--- src/sv/abpq_pkg.sv ---
// ----------------------------------------------------------------------------
// abpq_pkg - shared types and constants for the arrival/burst priority queue
// Job fields, the cell payload and the per-cycle control word for the cells.
// ----------------------------------------------------------------------------
`default_nettype none

package abpq_pkg;

	localparam int unsigned ID_W          = 16;
	localparam int unsigned BURST_W       = 16;
	localparam int unsigned ARR_W         = 32;
	localparam int unsigned QCOUNT_W      = 5;
	localparam int unsigned QUEUE_DEPTH_DEF = 16;

	typedef enum logic {
		OP_INSERT  = 1'b0,
		OP_EXECUTE = 1'b1
	} op_t;

	typedef struct packed {
		logic [ID_W-1:0]         id;
		logic [BURST_W-1:0]      burst;
		logic signed [ARR_W-1:0] arrival;
	} entry_t;

	typedef struct packed {
		logic                shift_in;
		logic                shift_out;
		entry_t              new_entry;
		logic [BURST_W-1:0]  head_burst;
	} cell_ctrl_t;

endpackage

`default_nettype wire

--- src/sv/abpq_if.sv ---
// ----------------------------------------------------------------------------
// abpq_if - job request and result channels
// Valid/ready channels; a transaction moves when valid and ready are high.
// ----------------------------------------------------------------------------
`default_nettype none

interface abpq_req_if;
	logic                               valid;
	logic                               ready;
	logic                               operation;
	logic [abpq_pkg::ID_W-1:0]          job_id;
	logic [abpq_pkg::BURST_W-1:0]       burst_time;
	logic signed [abpq_pkg::ARR_W-1:0]  arrival_time;

	modport source (output valid, operation, job_id, burst_time, arrival_time,
		input ready);
	modport sink (input valid, operation, job_id, burst_time, arrival_time,
		output ready);
endinterface

interface abpq_rsp_if;
	logic                               valid;
	logic                               ready;
	logic                               job_valid;
	logic [abpq_pkg::ID_W-1:0]          done_id;
	logic [abpq_pkg::BURST_W-1:0]       done_burst;
	logic                               insert_rejected;
	logic [abpq_pkg::QCOUNT_W-1:0]      queue_count;

	modport source (output valid, job_valid, done_id, done_burst, insert_rejected,
		queue_count, input ready);
	modport sink (input valid, job_valid, done_id, done_burst, insert_rejected,
		queue_count, output ready);
endinterface

`default_nettype wire

--- src/sv/abpq_cell.sv ---
// ----------------------------------------------------------------------------
// abpq_cell - one slot of the sorted job queue
// Holds one job; on insert it holds, takes the new job or takes its left
// neighbor; on execute it takes its right neighbor with the arrival reduced.
// ----------------------------------------------------------------------------
`default_nettype none

module abpq_cell (
	input  wire logic                 clk,
	input  wire abpq_pkg::cell_ctrl_t ctrl,
	input  wire logic                 occupied,
	input  wire abpq_pkg::entry_t     prev_entry,
	input  wire logic                 prev_before,
	input  wire abpq_pkg::entry_t     next_entry,
	output abpq_pkg::entry_t          entry,
	output logic                      ahead
);
	import abpq_pkg::*;

	entry_t                entry_q;
	entry_t                entry_d;
	logic signed [ARR_W:0] diff;
	logic                  key_before;

	always_comb begin
		if (entry_q.arrival != ctrl.new_entry.arrival) begin
			key_before = entry_q.arrival < ctrl.new_entry.arrival;
		end else begin
			key_before = entry_q.burst <= ctrl.new_entry.burst;
		end
	end

	assign ahead = occupied & key_before;

	// saturate the reduced arrival at the most negative value
	assign diff = {next_entry.arrival[ARR_W-1], next_entry.arrival}
		- $signed({{(ARR_W+1-BURST_W){1'b0}}, ctrl.head_burst});

	always_comb begin
		entry_d = entry_q;
		if (ctrl.shift_in) begin
			if (!ahead) begin
				entry_d = prev_before ? ctrl.new_entry : prev_entry;
			end
		end else if (ctrl.shift_out) begin
			entry_d = next_entry;
			if (diff[ARR_W] != diff[ARR_W-1]) begin
				entry_d.arrival = {1'b1, {(ARR_W-1){1'b0}}};
			end else begin
				entry_d.arrival = diff[ARR_W-1:0];
			end
		end
	end

	always_ff @(posedge clk) begin
		entry_q <= entry_d;
	end

	assign entry = entry_q;

endmodule

`default_nettype wire

--- src/sv/arrival_burst_priority_queue.sv ---
// ----------------------------------------------------------------------------
// arrival_burst_priority_queue - sorted job queue for a non-preemptive scheduler
// Jobs sit in a row of cells ordered by arrival, then burst; execute pops the
// head and reduces every remaining arrival by the head's burst.
// ----------------------------------------------------------------------------
//  channel | dir | carries
//  req     | in  | operation, job_id, burst_time, arrival_time
//  rsp     | out | job_valid, done_id, done_burst, insert_rejected, queue_count
//
//  One transaction per cycle unless req stalls: every cell compares against the
//  new job at once, the row shifts together; the result is registered.
//  Reset empties the queue (held count cleared); cell contents are not reset.
//  The result register frees up as it is taken, so req stalls only while an
//  unread result is held and rsp.ready is low.
// ----------------------------------------------------------------------------
`default_nettype none

module arrival_burst_priority_queue #(
	parameter int unsigned QUEUE_DEPTH = abpq_pkg::QUEUE_DEPTH_DEF
) (
	input  wire logic clk,
	input  wire logic arst_n,
	abpq_req_if.sink   req,
	abpq_rsp_if.source rsp
);
	import abpq_pkg::*;

	localparam int unsigned CNT_W = $clog2(QUEUE_DEPTH + 1);

	logic [CNT_W-1:0]   count_q;
	logic [CNT_W-1:0]   count_d;
	logic               accept;
	logic               full;
	logic               empty;
	cell_ctrl_t         ctrl;
	entry_t             cell_entry [QUEUE_DEPTH];
	logic               cell_before [QUEUE_DEPTH];

	logic               rsp_valid_q;
	logic               job_valid_q;
	logic [ID_W-1:0]    done_id_q;
	logic [BURST_W-1:0] done_burst_q;
	logic               rejected_q;

	assign accept = req.valid && req.ready;
	assign full   = (count_q == CNT_W'(QUEUE_DEPTH));
	assign empty  = (count_q == '0);
	assign req.ready = !rsp_valid_q || rsp.ready;

	always_comb begin
		ctrl.shift_in          = accept && (op_t'(req.operation) == OP_INSERT) && !full;
		ctrl.shift_out         = accept && (op_t'(req.operation) == OP_EXECUTE) && !empty;
		ctrl.new_entry.id      = req.job_id;
		ctrl.new_entry.burst   = req.burst_time;
		ctrl.new_entry.arrival = req.arrival_time;
		ctrl.head_burst        = cell_entry[0].burst;
	end

	for (genvar i = 0; i < QUEUE_DEPTH; i++) begin : g_cell
		entry_t prev_e;
		logic   prev_b;
		entry_t next_e;

		if (i == 0) begin : g_first
			assign prev_e = ctrl.new_entry;
			assign prev_b = 1'b0;
		end else begin : g_mid
			assign prev_e = cell_entry[i-1];
			assign prev_b = cell_before[i-1];
		end

		if (i == QUEUE_DEPTH - 1) begin : g_last
			assign next_e = cell_entry[i];
		end else begin : g_inner
			assign next_e = cell_entry[i+1];
		end

		abpq_cell u_cell (
			.clk         (clk),
			.ctrl        (ctrl),
			.occupied    (CNT_W'(i) < count_q),
			.prev_entry  (prev_e),
			.prev_before (prev_b),
			.next_entry  (next_e),
			.entry       (cell_entry[i]),
			.ahead       (cell_before[i])
		);
	end

	always_comb begin
		count_d = count_q;
		if (ctrl.shift_in) begin
			count_d = count_q + CNT_W'(1);
		end else if (ctrl.shift_out) begin
			count_d = count_q - CNT_W'(1);
		end
	end

	always_ff @(posedge clk or negedge arst_n) begin
		if (!arst_n) begin
			count_q     <= '0;
			rsp_valid_q <= 1'b0;
		end else begin
			count_q <= count_d;
			if (accept) begin
				rsp_valid_q <= 1'b1;
			end else if (rsp.ready) begin
				rsp_valid_q <= 1'b0;
			end
		end
	end

	always_ff @(posedge clk) begin
		if (accept) begin
			job_valid_q  <= ctrl.shift_out;
			done_id_q    <= ctrl.shift_out ? cell_entry[0].id : '0;
			done_burst_q <= ctrl.shift_out ? cell_entry[0].burst : '0;
			rejected_q   <= (op_t'(req.operation) == OP_INSERT) && full;
		end
	end

	assign rsp.valid           = rsp_valid_q;
	assign rsp.job_valid       = job_valid_q;
	assign rsp.done_id         = done_id_q;
	assign rsp.done_burst      = done_burst_q;
	assign rsp.insert_rejected = rejected_q;
	assign rsp.queue_count     = QCOUNT_W'(count_q);

	a_count_bound: assert property (@(posedge clk) disable iff (!arst_n)
		count_q <= CNT_W'(QUEUE_DEPTH))
		else $error("held count above depth");

	a_full_hold: assert property (@(posedge clk) disable iff (!arst_n)
		accept && (op_t'(req.operation) == OP_INSERT) && full
		|=> count_q == CNT_W'(QUEUE_DEPTH))
		else $error("rejected insert changed the count");

	a_empty_exec: assert property (@(posedge clk) disable iff (!arst_n)
		accept && (op_t'(req.operation) == OP_EXECUTE) && empty
		|=> rsp.valid && !rsp.job_valid && rsp.done_id == '0)
		else $error("execute on empty queue returned a job");

	a_excl: assert property (@(posedge clk) disable iff (!arst_n)
		rsp.valid |-> !(rsp.job_valid && rsp.insert_rejected))
		else $error("result both executed and rejected");

endmodule

`default_nettype wire

--- src/flat_wrapper.sv ---
// flat-port wrapper written by rule: the top's interface ports become plain ports
module arrival_burst_priority_queue_flat import abpq_pkg::*;
#(
	parameter int unsigned QUEUE_DEPTH = abpq_pkg::QUEUE_DEPTH_DEF
)
  (clk, arst_n, req_valid, req_operation, req_job_id, req_burst_time, req_arrival_time, req_ready, rsp_valid, rsp_job_valid, rsp_done_id, rsp_done_burst, rsp_insert_rejected, rsp_queue_count, rsp_ready);
  abpq_req_if req_i ();
  abpq_rsp_if rsp_i ();
  input  wire logic clk;
  input  wire logic arst_n;
  input wire logic [$bits(req_i.valid)-1:0] req_valid;
  input wire logic [$bits(req_i.operation)-1:0] req_operation;
  input wire logic [$bits(req_i.job_id)-1:0] req_job_id;
  input wire logic [$bits(req_i.burst_time)-1:0] req_burst_time;
  input wire logic [$bits(req_i.arrival_time)-1:0] req_arrival_time;
  output wire logic [$bits(req_i.ready)-1:0] req_ready;
  output wire logic [$bits(rsp_i.valid)-1:0] rsp_valid;
  output wire logic [$bits(rsp_i.job_valid)-1:0] rsp_job_valid;
  output wire logic [$bits(rsp_i.done_id)-1:0] rsp_done_id;
  output wire logic [$bits(rsp_i.done_burst)-1:0] rsp_done_burst;
  output wire logic [$bits(rsp_i.insert_rejected)-1:0] rsp_insert_rejected;
  output wire logic [$bits(rsp_i.queue_count)-1:0] rsp_queue_count;
  input wire logic [$bits(rsp_i.ready)-1:0] rsp_ready;
  assign req_i.valid = req_valid;
  assign req_i.operation = req_operation;
  assign req_i.job_id = req_job_id;
  assign req_i.burst_time = req_burst_time;
  assign req_i.arrival_time = req_arrival_time;
  assign req_ready = req_i.ready;
  assign rsp_valid = rsp_i.valid;
  assign rsp_job_valid = rsp_i.job_valid;
  assign rsp_done_id = rsp_i.done_id;
  assign rsp_done_burst = rsp_i.done_burst;
  assign rsp_insert_rejected = rsp_i.insert_rejected;
  assign rsp_queue_count = rsp_i.queue_count;
  assign rsp_i.ready = rsp_ready;
  arrival_burst_priority_queue #(.QUEUE_DEPTH(QUEUE_DEPTH)) u_core (.clk(clk), .arst_n(arst_n), .req(req_i), .rsp(rsp_i));
endmodule
--- config.mk ---
export PLATFORM = sky130hd
export DESIGN_NAME = arrival_burst_priority_queue_flat
export DESIGN_NICKNAME = d
export VERILOG_FILES = /design/src/sv/abpq_pkg.sv /design/src/sv/abpq_if.sv /design/src/sv/abpq_cell.sv /design/src/sv/arrival_burst_priority_queue.sv /design/src/flat_wrapper.sv
export SDC_FILE = /design/constraint.sdc
export NUM_CORES = 2
export LEC_CHECK = 0
export BUFFER_PORTS_ARGS = -buffer_cell sky130_fd_sc_hd__buf_2
export CAP_MARGIN = 25
export CORE_AREA = 2 2 399 441
export CTS_BUF_LIST = sky130_fd_sc_hd__clkbuf_2
export DETAILED_ROUTE_END_ITERATION = 10
export DIE_AREA = 0 0 401 443
export PLACE_DENSITY = 0.82
export SETUP_SLACK_MARGIN = 0.3
export SKIP_LAST_GASP = 1
export SLEW_MARGIN = 15
export SYNTH_ARGS = -nofsm -noshare
export SYNTH_HDL_FRONTEND = slang
export SYNTH_HIERARCHICAL = 1
export SYNTH_SLANG_ARGS = --single-unit
--- constraint.sdc ---
create_clock -name clk -period 7.6 [get_ports clk]
set_clock_uncertainty 0.2 [all_clocks]
set_input_delay 1.14 -clock clk [delete_from_list [all_inputs] [get_ports clk]]
set_output_delay 1.14 -clock clk [all_outputs]
set_load 0.05 [all_outputs]
==> impl_metrics.env <==
export IMPL_cts_clk_slew_worst_paths_ns=0.11
export IMPL_grt_pass1_vias=80908
export IMPL_cp_top_family="simple AND/OR/NAND/NOR gates"
export IMPL_grt_overflow=0
export IMPL_htreeDepth=5
export IMPL_worst_ep_arrival_time_ns=7.54
export IMPL_drt_iter0_drc=11675
export IMPL_cts_buffers=316
export IMPL_synth_seq_cells=1064
export IMPL_io_pins=110
export IMPL_yosysSeqAreaShare_pct=33.7
export IMPL_num_rows=161
export IMPL_critPathRequiredTime_ns=9.09
export IMPL_core_area_mm2=0.174
export IMPL_syn_nets=11084
export IMPL_tightest_slew_ns=1.34
export IMPL_crit_path_start_kind="flop"
export IMPL_critPathMaxFanout=28
export IMPL_outcome="complete, but fails checks"
export IMPL_synthTopCellsByCount="1140 x inv_1, 1058 x edfxtp_1, 1044 x ha_1, 921 x mux2i_1, 851 x a21oi_1"
export IMPL_yosysWarnings=6
export IMPL_yosys_area_top_type="edfxtp_1"
export IMPL_path_common_cell="ha_1"
export IMPL_synth_area_leaders="edfxtp_1 33%, ha_1 14%, mux2i_1 9.7%"
export IMPL_hold_class="input port to flop"
export IMPL_wl_per_cell_um=27.7
export IMPL_io_buffers=109
export IMPL_fp_dieW_um=401
export IMPL_syn_area_per_cell_um2=9.53
export IMPL_drtAntennaViolNets=0
export IMPL_via_per_inst=6.71
export IMPL_cts_root_buf="clkbuf_2"
export IMPL_fillers=14948
export IMPL_power_per_cell_area_mw_per_mm2=270
export IMPL_path_cells="buf_4 > inv_1 > ha_1 > o211a_1 > o31ai_1 > a211oi_2 > nor4_2 > o311ai_2 > nor3_1 > xnor2_1 > ha_1 > or2_2 > or4_1 > mux2i_1 > a221o_1"
export IMPL_grt_pass1_wl_um=514000
export IMPL_postCtsSetupBuffers=0
export IMPL_max_slew_margin_rel_pct=10.7
export IMPL_hold_viol=0
export IMPL_slew_violations=0
export IMPL_first_pass_iters=11
export IMPL_drcViolationCount=1
export IMPL_synth_cells=9955
export IMPL_clock_latency_ns=1.99
export IMPL_grt_antenna_before_repair=13
export IMPL_holdBufCountCts=72
export IMPL_initial_utilization_pct=54.6
export IMPL_syn_to_final_growth_pct=7.49
export IMPL_drt_wl_total_um=354000
export IMPL_clkSinkCount=1064
export IMPL_holdWs_ns=0.228
export IMPL_endpoint_kind="flop"
export IMPL_synthesis_area_mm2=0.0948
export IMPL_routed_via_count=85579
export IMPL_synth_top_cell_area_share_pct=33.5
export IMPL_grtUsageTotal_pct=38.1
export IMPL_path_buf_inv=2
export IMPL_place_congestion=1.00
export IMPL_ys_types=106
export IMPL_ys_async_sr_fraction_pct=0.564
export IMPL_cts_resized=0
export IMPL_setup_violations=0
export IMPL_drive_gt1_share_pct=11.8
export IMPL_rsz0062_at_grt="no"
export IMPL_post_synth_top_count_cell="inv_1"
export IMPL_max_cap_viol_count=0
export IMPL_power_mw=27.5
export IMPL_ir_worst_vdd_v=0.000273
export IMPL_violations="design-rule violations"
export IMPL_fmax_ghz=0.165
export IMPL_cts_tree="yes"
export IMPL_grt_start_max_net_pins=252
export IMPL_post_route_min_period_ns=6.04
export IMPL_crit_type="flop to flop"
export IMPL_setup_tns_final_ns=0
export IMPL_critPathMaxStageDelay_ns=1.06
export IMPL_dp_hpwl_um=265000
export IMPL_nets=11405
export IMPL_die_area_mm2=0.178
export IMPL_chipHeight_um=443
export IMPL_p_leak_nw=43.0
export IMPL_fin_crit_sh_pct=79.5
export IMPL_slowest_stage="edfxtp_1"
export IMPL_clockBufferDepth=4
export IMPL_synth_ff_type="edfxtp_1"
export IMPL_synth_edff_count=1058
## worst register-to-register path, stage by stage, from the launching register on
cell	delay, ns
edfxtp_1	1.06
buf_4	0.51
inv_1	0.10
ha_1	0.36
o211a_1	0.13
o31ai_1	0.13
a211oi_2	0.28
nor4_2	0.65
o311ai_2	0.24
nor3_1	0.24
xnor2_1	0.10
ha_1	0.35
or2_2	0.60
or4_1	0.59
mux2i_1	0.19
a221o_1	0.13
## through the flow
step | utilization [%] | setup slack [ns] | instance area (um2) | instances
final | 58.7 | 1.56 | 102000 | 12763
after global routing | 58.7 | 1.47 | 102000 | 12755
after CTS | 58.7 | 1.78 | 102000 | 12744
after detailed placement | 56.8 | 0.765 | 98600 | 12167
after global placement | 56.8 | 0.177 | 98600 | 12165
after floorplan | - | 1.08 | 94900 | 9955
## registers in the layout (all words and copies together) (netlist names)
name / flops
u_core/rsp.done_burst: 16
u_core/g_cell.u_cell/entry: 1024
u_core/rsp.job_valid: 1
u_core/rsp.done_id: 16
u_core/rsp.valid: 1
u_core/rsp.insert_rejected: 1
u_core/rsp.queue_count: 5
## final timing paths
check	start	endpoint	slack, ns	depth (start not counted)
worst max-delay path	u_core/g_cell[0].u_cell/entry[35]	u_core/g_cell[1].u_cell/entry[17]	1.56	15
worst min-delay path	req_arrival_time[11]	u_core/g_cell[5].u_cell/entry[11]	0.23	4
worst max register to register	u_core/g_cell[0].u_cell/entry[35]	u_core/g_cell[1].u_cell/entry[17]	1.56	15
worst min register to register	u_core/g_cell[2].u_cell/entry[33]	u_core/g_cell[1].u_cell/entry[33]	0.36	2
max in group asynchronous	arst_n	u_core/rsp.queue_count[2]	6.37	4
min in group asynchronous	arst_n	u_core/rsp.valid	0.58	4
## routing by layer
layer	part of all wire, %	track usage (%)	up-vias
met5	0.017	0	-
met4	6.0	21.1	8
li1	-	-	38120
met2	42	55.9	5546
met1	40	51.7	40910
met3	12	9.03	995
## cell usage in the layout, fill, tap and decap left out, types with 161 or more instances in the layout
| cell type | count |
|---|---|
| nand4_1 | 199 |
| buf_4 | 174 |
| o22ai_1 | 286 |
| xor2_1 | 170 |
| mux2i_1 | 921 |
| clkbuf_2 | 430 |
| o21ai_0 | 292 |
| xnor2_1 | 161 |
| nand2_1 | 309 |
| inv_1 | 1140 |
| ha_1 | 1044 |
| edfxtp_1 | 1058 |
| nand3_1 | 233 |
| a21oi_1 | 830 |
| nor2_1 | 807 |
| nor3_1 | 205 |
## where the power goes
group | total (mW) | switching, mW | internal, mW
Combinational | 13.5 | 8.18 | 5.34
Sequential | 9.59 | 1.56 | 8.04
Clock | 4.37 | 2.73 | 1.64
Total | 27.5 | 12.5 | 15.0
## cell type report
class,count,area [um2],area share (%)
diodes,18,45.0,0.0442
flip-flops and latches,1064,31900,31.3
multi-input cells,7365,57300,56.2
well taps,2282,2860,2.80
clock inverters,75,404,0.396
clock buffers,430,2150,2.11
repair buffers,375,2950,2.89
inverters,1154,4330,4.25
## cells by family (layout without fill, tap and decap cells)
group | Yosys count | after routing | synth area share (%)
compound gates | 2463 | 2463 | 17.7
xor+xnor | 331 | 331 | 3.06
fa+ha+maj | 1060 | 1060 | 14.1
buf+inv | 1526 | 2034 | 6.31
flops | 1064 | 1064 | 33.7
mux | 1064 | 1064 | 11.4
other cells | 1 | 19 | 0.00395
simple gates | 2446 | 2446 | 13.8
No activity file was read; power rests on OpenSTA's default activity.
